<file path="src/hw/rtl/metaball_supersample_render_defines.svh">
// Assertion macros shared by the metaball renderer RTL.
`ifndef METABALL_SUPERSAMPLE_RENDER_DEFINES_SVH
`define METABALL_SUPERSAMPLE_RENDER_DEFINES_SVH

// Same-cycle implication, disabled during reset.
`define MSR_ASSERT_IMP(lbl, clk_s, rstn_s, ante, cons, msg) \
	lbl: assert property (@(posedge clk_s) disable iff (!rstn_s) (ante) |-> (cons)) else $error(msg);

// Next-cycle implication, disabled during reset.
`define MSR_ASSERT_NXT(lbl, clk_s, rstn_s, ante, cons, msg) \
	lbl: assert property (@(posedge clk_s) disable iff (!rstn_s) (ante) |=> (cons)) else $error(msg);

`endif

</file>
<file path="src/hw/rtl/msr_pkg.sv">
// Shared types, constants and weight table for the metaball renderer.
package msr_pkg;

	localparam int          DEF_MAX_WIDTH = 1024;
	localparam int          LINE_ROWS     = 5;
	localparam int          QMAX          = 450;
	localparam logic [25:0] WSAT          = 26'h3FFFFFF;

	localparam logic [1:0] CFG_IMAGE_WIDTH  = 2'd0;
	localparam logic [1:0] CFG_IMAGE_HEIGHT = 2'd1;

	// One output pixel job: 6x6 ink window (column-major, 6 rows per column).
	typedef struct packed {
		logic [35:0] window;
		logic        last;
	} job_t;

	typedef logic [25:0] wrom_t [0:QMAX];

	// Largest n with n^5 * q^11 <= 2^124, i.e. floor(65536 * (16/q)^2.2).
	function automatic logic [25:0] weight_calc(input int q);
		logic [255:0] qp;
		logic [255:0] x;
		logic [26:0]  lo;
		logic [26:0]  hi;
		logic [26:0]  mid;
		qp = 256'd1;
		for (int k = 0; k < 11; k++)
			qp = qp * 256'(q);
		lo = 27'd0;
		hi = 27'(WSAT);
		for (int it = 0; it < 28; it++) begin
			if (lo < hi) begin
				mid = lo + ((hi - lo + 27'd1) >> 1);
				x = qp;
				for (int k = 0; k < 5; k++)
					x = x * 256'(mid);
				if (x <= (256'd1 << 124))
					lo = mid;
				else
					hi = mid - 27'd1;
			end
		end
		return lo[25:0];
	endfunction

	function automatic wrom_t build_rom();
		wrom_t r;
		r[0] = WSAT;
		for (int q = 1; q <= QMAX; q++)
			r[q] = weight_calc(q);
		return r;
	endfunction

	localparam wrom_t WEIGHT_ROM = build_rom();

	// Squared distance times 16 from subsample phase to window cell.
	function automatic logic [8:0] q_index(input int cp, input int rp, input logic [3:0] ph);
		int dx;
		int dy;
		dx = int'(ph[1:0]) - 4 * (cp - 3);
		dy = int'(ph[3:2]) - 4 * (rp - 3);
		return 9'(dx * dx + dy * dy);
	endfunction

endpackage

</file>
<file path="src/hw/rtl/msr_queue.sv">
// Two-entry job queue between front end and subsample engine.
`include "metaball_supersample_render_defines.svh"
module msr_queue (
	input  logic          clk,
	input  logic          arst_n,
	input  logic          push,
	input  msr_pkg::job_t push_job,
	output logic          full,
	input  logic          pop,
	output logic          empty,
	output msr_pkg::job_t head
);
	import msr_pkg::*;

	job_t       slot_q [2];
	logic       wp_q;
	logic       rp_q;
	logic [1:0] cnt_q;
	logic       do_push;

	assign full    = (cnt_q == 2'd2);
	assign empty   = (cnt_q == 2'd0);
	assign head    = slot_q[rp_q];
	assign do_push = push && !full;

	always_ff @(posedge clk) begin
		if (do_push)
			slot_q[wp_q] <= push_job;
	end

	always_ff @(posedge clk or negedge arst_n) begin
		if (!arst_n) begin
			wp_q  <= 1'b0;
			rp_q  <= 1'b0;
			cnt_q <= '0;
		end else begin
			if (do_push)
				wp_q <= !wp_q;
			if (pop)
				rp_q <= !rp_q;
			cnt_q <= cnt_q + 2'(do_push) - 2'(pop);
		end
	end

	`MSR_ASSERT_IMP(a_cnt_bound, clk, arst_n, 1'b1, cnt_q <= 2'd2, "queue count above depth")
	`MSR_ASSERT_IMP(a_no_pop_empty, clk, arst_n, pop, !empty, "pop from empty queue")
	`MSR_ASSERT_NXT(a_push_held, clk, arst_n, push && full, push && $stable(push_job),
		"job dropped while queue full")

endmodule

</file>
<file path="config.mk">
export PLATFORM = sky130hd
export DESIGN_NAME = msr_queue
export DESIGN_NICKNAME = d
export VERILOG_FILES = /design/src/hw/rtl/msr_pkg.sv /design/src/hw/rtl/msr_queue.sv
export VERILOG_INCLUDE_DIRS = /design/src /design/src/hw/rtl
export SDC_FILE = /design/constraint.sdc
export NUM_CORES = 1
export LEC_CHECK = 0
export BUFFER_PORTS_ARGS = -buffer_cell sky130_fd_sc_hd__buf_2
export CAP_MARGIN = 40
export CORE_ASPECT_RATIO = 0.6
export CORE_MARGIN = 2
export CORE_UTILIZATION = 45
export CTS_CLUSTER_DIAMETER = 30
export DETAILED_ROUTE_END_ITERATION = 6
export PLACE_DENSITY_LB_ADDON = 0.08
export SETUP_SLACK_MARGIN = 0.2
export SLEW_MARGIN = 20
export SYNTH_ARGS = -nofsm -noshare
export SYNTH_HDL_FRONTEND = slang
export SYNTH_SLANG_ARGS = --single-unit
</file>
<file path="constraint.sdc">
create_clock -name clk -period 7.35 [get_ports clk]
set_input_delay 1.1025 -clock clk [delete_from_list [all_inputs] [get_ports clk]]
set_output_delay 1.1025 -clock clk [all_outputs]
set_load 0.02 [all_outputs]
</file>
-- Word level (Yosys, flattened, before mapping)
Memories as Yosys holds them, arrays and structs flattened.
Cells that the tools add are included.
- bits in registers: 4
- memory bits (writable): 74
- input bits: 41
- output and inout port bits: 39
- logic and storage cells: 14
- memories: 1
- $add $sub $neg: 2
- eq/ne operators: 1
- mux-type cells: 2
- reductions and logical operators: 5
- memories (name ; depth ; width ; read ports ; clocked after Yosys merged registers in ; wr ports ; line ; RTL):
    slot_q ; 2 ; 37 ; 1 ; 0 ; 1 ; msr_queue.sv:15 ; job_t slot_q [2];
- operators by type and width (cell ; count):
    logical NOT 1 bit ; 3
    adder 2 x 1 -> 2 bit ; 1
    equality test 2 bit (second input constant) ; 1
    logical NOT 2 bit ; 1
    2-to-1 mux 1 bit ; 2
    subtractor 2 x 1 -> 2 bit ; 1
    logical AND 1 bit ; 1

-- Longest topological paths before layout
Gate-level depths: netlist of the first run.
- word-level depth: 5
- depth in mapped cells: 7
- depth with buffers taken out: 7

-- Least setup slack after synthesis of the first run
OpenSTA, ideal clock, no wires.
- kind: in2reg
- start point: input push
- end point: memory slot_q[0][0] in the netlist's numbering (enable)
- setup time: 431 ps
- data arrival time: 2757 ps
- data required time: 6919 ps
- slack: 4162 ps
- stages: 2
- buffers on the path: 0
- cell sequence: nand2_1 -> nor2_1
- cells in the longest elaborated chain, start to end: 3
- RTL lines (what ; line ; RTL):
    start: declaration ; msr_queue.sv:6 ; input logic push,
    logical AND 1 bit ; msr_queue.sv:24 ; assign do_push = push && !full;
    2-to-1 mux 1 bit ; msr_queue.sv:27 ; if (do_push)
    2-to-1 mux 1 bit (implied by the code) ; msr_queue.sv:28 ; slot_q[wp_q] <= push_job;
    end: declaration ; msr_queue.sv:15 ;
No other way between the ends.

==> metrics.md, run 1 <==
| Metric | Value |
|---|---|
| Core area | `0.00622 sq mm` |
| Routed WL | `4.95 mm` |
| CTS Sinks | `78` |
| Share of cells above drive strength 1 | `61.1%` |
| Max-cap violations | `0` |
| Fin Setup TNS | `0 ps` |
| Final worst path period share | `40.1%` |
| Syn_nets | `175` |
| Synthesized instance count | `132` |
| Largest net degree at the start of global routing | `29` |
| Psw | `0.487 mW` |
| Worst-case clock skew | `6.66 ps` |
| CTS-repair resized insts | `0` |
| Synthesized area | `0.00294 sq mm` |
| Fmax | `0.339 GHz` |
| Dpl ws | `4740 ps` |
| Design area | `0.00375 sq mm` |
| Post-Synth Adder-Cell Area | `0.850%` |
| Row count | `22` |
| Final HPWL DP | `3.42 mm` |
| Final Setup Violations | `0` |
| Crit-path max cell delay | `730 ps` |
| Placer Congestion | `0.615` |
| Die Height | `66.7 microns` |
| Placed cell areas | `0.00349 sq mm` |
| Vias after detailed routing | `1467` |
| Top cells by area, synth | `edfxtp_1, mux2_4, mux2_2, dfrtp_1, buf_6` |
| Worst setup margin | `4400 ps` |
| Pre-antenna DRT Iters | `4` |
| Synth cell types | `14` |
| Run status | `complete, no violations` |
| Routed vias/inst | `4.73` |
| Clock network power share | `24.4%` |
| CP Class | `reg2out` |
| Fin crit period | `2950 ps` |
| WHS Path Cells | `1` |
| Leading cell type by number of instances after synthesis | `edfxtp_1` |
| Internal power | `1.10 mW` |
| Setup Fix Bufs, Post-CTS | `0` |
| Synth cell count leaders | `edfxtp_1, mux2_4, mux2_2` |
| Peak VDD IR | `0.166 mV` |
| DR WL/cell | `16.0 microns` |
| Hold buffer count at cts | `0` |
| Port-buffer cells | `79` |
| Critical path launch point | `rp_q$_DFFE_PN0P_` |
| Fin util | `60.2%` |
| Routed Antenna Nets | `0` |
| Synth Area in XOR/XNOR | `1.19%` |
| IO Count | `80` |
| CTS HTree Levels | `3` |
| DRC | `0` |
| Pins Over Slew Limit | `0` |
| FF-to-FF End | `slot_q[0][2]$_DFFE_PP_` |
| Combinational power share | `33.8%` |
| Initial antenna violation count | `0` |
| Mux cell area share after synthesis | `16.7%` |
| FF+latch count, synth | `78` |
| Worst-path fanout max | `21` |
| Ant diodes | `0` |
| Synth Area in Compound Gates | `0%` |
| Vias in the first global route | `1545` |
| Synth Area in Simple Gates | `0.807%` |
| Slew @ Worst Pin | `658 ps` |
| Critical path required time | `6250 ps` |
| Clk_lat worst skew | `340 ps` |
| Number of synthesized flops with an enable pin | `74` |
| Die Wd | `108 microns` |
| Gr usage total | `14.8%` |
| CTS Buf Count | `9` |
| Crit path cell chain | `buf_16, mux2_2, buf_2` |
| Clock buffer depth | `2` |
| Slowest cell on the critical path | `dfrtp_2` |
| Top-area cell type share of the netlist area | `75.5%` |
| WP data arrival | `1840 ps` |
| CTS root buf | `clkbuf_8` |
| Die area | `0.00723 sq mm` |
| CP endpoint | `head[0]` |
| CP Capture Type | `primary output` |
| First-pass GRT wire length | `7.56 mm` |
| Reg-to-reg slack, setup | `5550 ps` |
| Hold Vio Cnt, Final | `0` |
| Worst R2R Path Depth | `4` |
| Reg2reg start | `cnt_q[1]$_DFF_PN0_` |
| Remaining Overflow, GRT | `0` |
| Slew margin rel. | `56.0%` |
| RSZ-0062 raised after global routing | `false` |
| TritonCTS clock tree | `yes` |
| Sw Ratio | `30.7%` |
| PwrDens | `424 mW/mm^2` |
| Seq/Total Area, Yosys | `78.9%` |
| Worst Setup Start Kind | `flip-flop` |
| Avg Cell Area, Syn | `22.3 sq um` |
| Top FF cell, synth | `edfxtp_1` |
| Layout Nets | `264` |
| YS warnings | `0` |
| Hold_ws | `530 ps` |
| Sequential share of power | `41.8%` |
| Synth area leader | `edfxtp_1` |
| DRT iter0 DRCs | `79` |
| Leakage | `1.49 nW` |
| Starting Density | `47.3%` |
| Largest family of logic cells by synthesized area | `multiplexers` |
| Clock transition at path regs | `70 ps` |
| Worst min-delay path class | `reg2reg` |
| Layout area overhead | `27.2%` |
| Asr flop ratio synth | `5.13%` |
[per-stage QoR]
step	instances	power [mW]
5_1_grt	310	1.67
3_5_place_dp	294	1.22
4_1_cts	310	1.61
6_report	310	1.59
3_3_place_gp	291	1.17
2_1_floorplan	132	1.04
[layout by cell type (no fill, tap or decap), types with 2 or more instances in the layout]
cell type   n
inv_1       2
ha_1        2
buf_2      79
buf_16      2
clkbuf_8   11
edfxtp_1   74
dfrtp_1     3
bufinv_16   3
xnor2_1     3
mux2_4     20
mux2_2     17
[metal layers]
layer  GRT usage (%)  wire length (microns)
met1            15.4                   2000
met3            7.44                    424
met4            5.29                     61
met5               0                      0
met2            26.2                   2470
[sequential cells by signal (all words and copies together) (netlist names)]
register / cells
slot_q: 74
wp_q: 1
cnt_q: 2
rp_q: 1
[worst max-delay path, delay by kind of cell, from the launching register on]
kind	cells	cell delay (ps)
buffers and inverters	2	410
DFF	1	730
muxes	1	360
[logic make-up after synthesis]
family        count (synthesis)
buf+inv                       6
xor+xnor                      4
fa+ha+maj                     2
simple gates                  5
flops                        78
mux                          37
[worst min-delay path by stage]
stage	startpoint	to
4_1_cts	arst_n	cnt_q[0]$_DFF_PN0_
6_report	cnt_q[0]$_DFF_PN0_	cnt_q[0]$_DFF_PN0_
5_1_grt	arst_n	cnt_q[1]$_DFF_PN0_
2_1_floorplan	wp_q$_DFFE_PN0P_	wp_q$_DFFE_PN0P_
3_5_place_dp	cnt_q[0]$_DFF_PN0_	cnt_q[0]$_DFF_PN0_
3_3_place_gp	cnt_q[0]$_DFF_PN0_	cnt_q[0]$_DFF_PN0_
[power groups by stage]
stage                     clock network (mW)  registers, mW  logic [mW]
final                                  0.388          0.664       0.536
after global routing                   0.419          0.674       0.577
after CTS                              0.400          0.666       0.546
after detailed placement                   0          0.676       0.543
after global placement                     0          0.692       0.474
after floorplan                            0          0.642       0.400
[area by class of cell]
type	count	area (sq um)
clock buffers	11	151
clock inverters	5	104
fillers	487	2470
inverters	2	7.51
multi-input cells	48	584
flip-flops and latches	78	2320
well taps	84	105
repair buffers	82	470
Note: power is estimated with default switching activity, not from simulation.
==> run 2: changes to the inputs <==
==> constraint.sdc (replaced) <==
create_clock -name clk -period 2.9 [get_ports clk]
set_input_delay 0.435 -clock clk [delete_from_list [all_inputs] [get_ports clk]]
set_output_delay 0.435 -clock clk [all_outputs]
set_load 0.02 [all_outputs]
==> run 2 against run 1 <==
- total power grew 140%
- register-to-register slack got worse by 4300 ps
- via count is the same
- critical path depth unchanged
- critical path type unchanged
- largest power group unchanged
- utilization down 1.2 points
- worst hold slack worse by 240 ps
- non-clock buffer count grew 1
- highest routed layer unchanged
- sequential cell count unchanged
==> metrics.md, run 2 (synthesis gave the netlist of run 1 again) <==
| Metric | Value |
|---|---|
| Dpl ws | `914 ps` |
| Fin util | `59.0%` |
| Ant diodes | `0` |
| Leakage | `1.45 nW` |
| Placer Congestion | `0.618` |
| RSZ-0062 raised after global routing | `false` |
| CTS root buf | `clkbuf_8` |
| Die area | `0.00723 sq mm` |
| Worst setup margin | `581 ps` |
| DRC | `0` |
| Row count | `22` |
| Port-buffer cells | `79` |
| Routed vias/inst | `4.72` |
| Worst Setup Start Kind | `flip-flop` |
| Starting Density | `47.3%` |
| Fin crit period | `2320 ps` |
| Peak VDD IR | `0.446 mV` |
| Pre-antenna DRT Iters | `4` |
| Pins Over Slew Limit | `0` |
| Slew @ Worst Pin | `660 ps` |
| Setup Fix Bufs, Post-CTS | `0` |
| CTS-repair resized insts | `0` |
| Max-cap violations | `0` |
| Final worst path period share | `80.0%` |
| Worst min-delay path class | `in2reg` |
| CTS HTree Levels | `3` |
| CTS Sinks | `78` |
| Largest net degree at the start of global routing | `38` |
| CTS Buf Count | `9` |
| Die Wd | `108 microns` |
| Remaining Overflow, GRT | `0` |
| Share of cells above drive strength 1 | `58.6%` |
| Clock transition at path regs | `70 ps` |
| Vias after detailed routing | `1467` |
| Final HPWL DP | `3.42 mm` |
| Layout Nets | `265` |
| Most frequent cells in the layout | `buf_2, edfxtp_1, mux2_4, mux2_2, clkbuf_8` |
| Layout area overhead | `24.6%` |
| Fin Setup TNS | `0 ps` |
| Clock buffer depth | `2` |
| Die Height | `66.7 microns` |
| First-pass GRT wire length | `7.41 mm` |
| Final Setup Violations | `0` |
| DRT iter0 DRCs | `47` |
| Routed WL | `5.05 mm` |
| Hold_ws | `287 ps` |
| IO Count | `80` |
| PwrDens | `1030 mW/mm^2` |
| Slew margin rel. | `56.0%` |
| Core area | `0.00622 sq mm` |
| Gr usage total | `14.6%` |
| Largest registers | `slot_q x74, cnt_q x2` |
| Critical path required time | `2470 ps` |
| DR WL/cell | `16.2 microns` |
| CP Capture Type | `primary output` |
| Initial antenna violation count | `0` |
| Clk_lat worst skew | `330 ps` |
| Largest register by flop count | `slot_q` |
| Run status | `complete, no violations` |
| WP data arrival | `1880 ps` |
| Routed Antenna Nets | `0` |
| CP Class | `reg2out` |
| Fmax | `0.431 GHz` |
| Worst-case clock skew | `7.53 ps` |
| Worst-path fanout max | `22` |
| Hold Vio Cnt, Final | `0` |
| TritonCTS clock tree | `yes` |
| Hold buffer count at cts | `1` |
| Largest register FFs | `74` |
| Commonest non-fill, non-tap cell in the layout | `buf_2` |
| Vias in the first global route | `1561` |
run 2: cell types whose count changed in the layout (fill, tap and decap cells not counted), sizes merged:
| cell | change |
|---|---|
| clkinvlp | +1 |
| clkbuf | -1 |
| dlygate4sd3 | +1 |
| inv | -1 |
| clkinv | +3 |
| bufinv | -2 |
run 2: layout make-up:
| type | count | area (sq um) |
|---|---|---|
| repair buffers | 83 | 468 |
| inverters | 2 | 7.51 |
| clock inverters | 6 | 52.6 |
| multi-input cells | 48 | 584 |
| flip-flops and latches | 78 | 2320 |
| clock buffers | 10 | 128 |
| well taps | 84 | 105 |
| fillers | 493 | 2550 |
run 2: final timing paths:
check                                        start                      end  slack, ps  depth (start not counted)
worst max-delay path              rp_q$_DFFE_PN0P_                 head[36]        580                          3
worst max register to register  cnt_q[0]$_DFF_PN0_       cnt_q[1]$_DFF_PN0_       1280                          7
max in group asynchronous                   arst_n         rp_q$_DFFE_PN0P_       2300                          2
worst min-delay path                  push_job[15]  slot_q[0][15]$_DFFE_PP_        290                          1
worst min register to register    wp_q$_DFFE_PN0P_         wp_q$_DFFE_PN0P_        570                          1
min in group asynchronous                   arst_n       cnt_q[1]$_DFF_PN0_        450                          2
run 2: stage by stage:
stage | instance area, sq um | total power, mW | instances
after floorplan | 2940 | 2.64 | 132
after global placement | 3420 | 2.97 | 292
after detailed placement | 3450 | 3.05 | 293
after CTS | 3640 | 3.80 | 310
after global routing | 3670 | 3.95 | 311
final | 3670 | 3.77 | 311
run 2: power breakdown:
group	leakage [nW]	total (mW)	switching, mW	internal (mW)
combinational	0.631	1.34	0.722	0.619
sequential	0.733	1.70	0.154	1.54
clock	0.0864	0.728	0.342	0.386
total	1.45	3.77	1.22	2.55
run 2: metal layers:
layer | vias to the layer above | wire (microns) | track usage [%]
li1 | 693 | - | -
met1 | 711 | 2060 | 16.3
met2 | 53 | 2520 | 25.2
met3 | 10 | 419 | 6.16
met4 | 0 | 55 | 5.77
met5 | - | 0 | 0
run 2: critical path, cell delays in order, from the launching register on:
cell and delay [ps]:
dfrtp_2 800, buf_16 240, mux2_2 350, buf_2 160
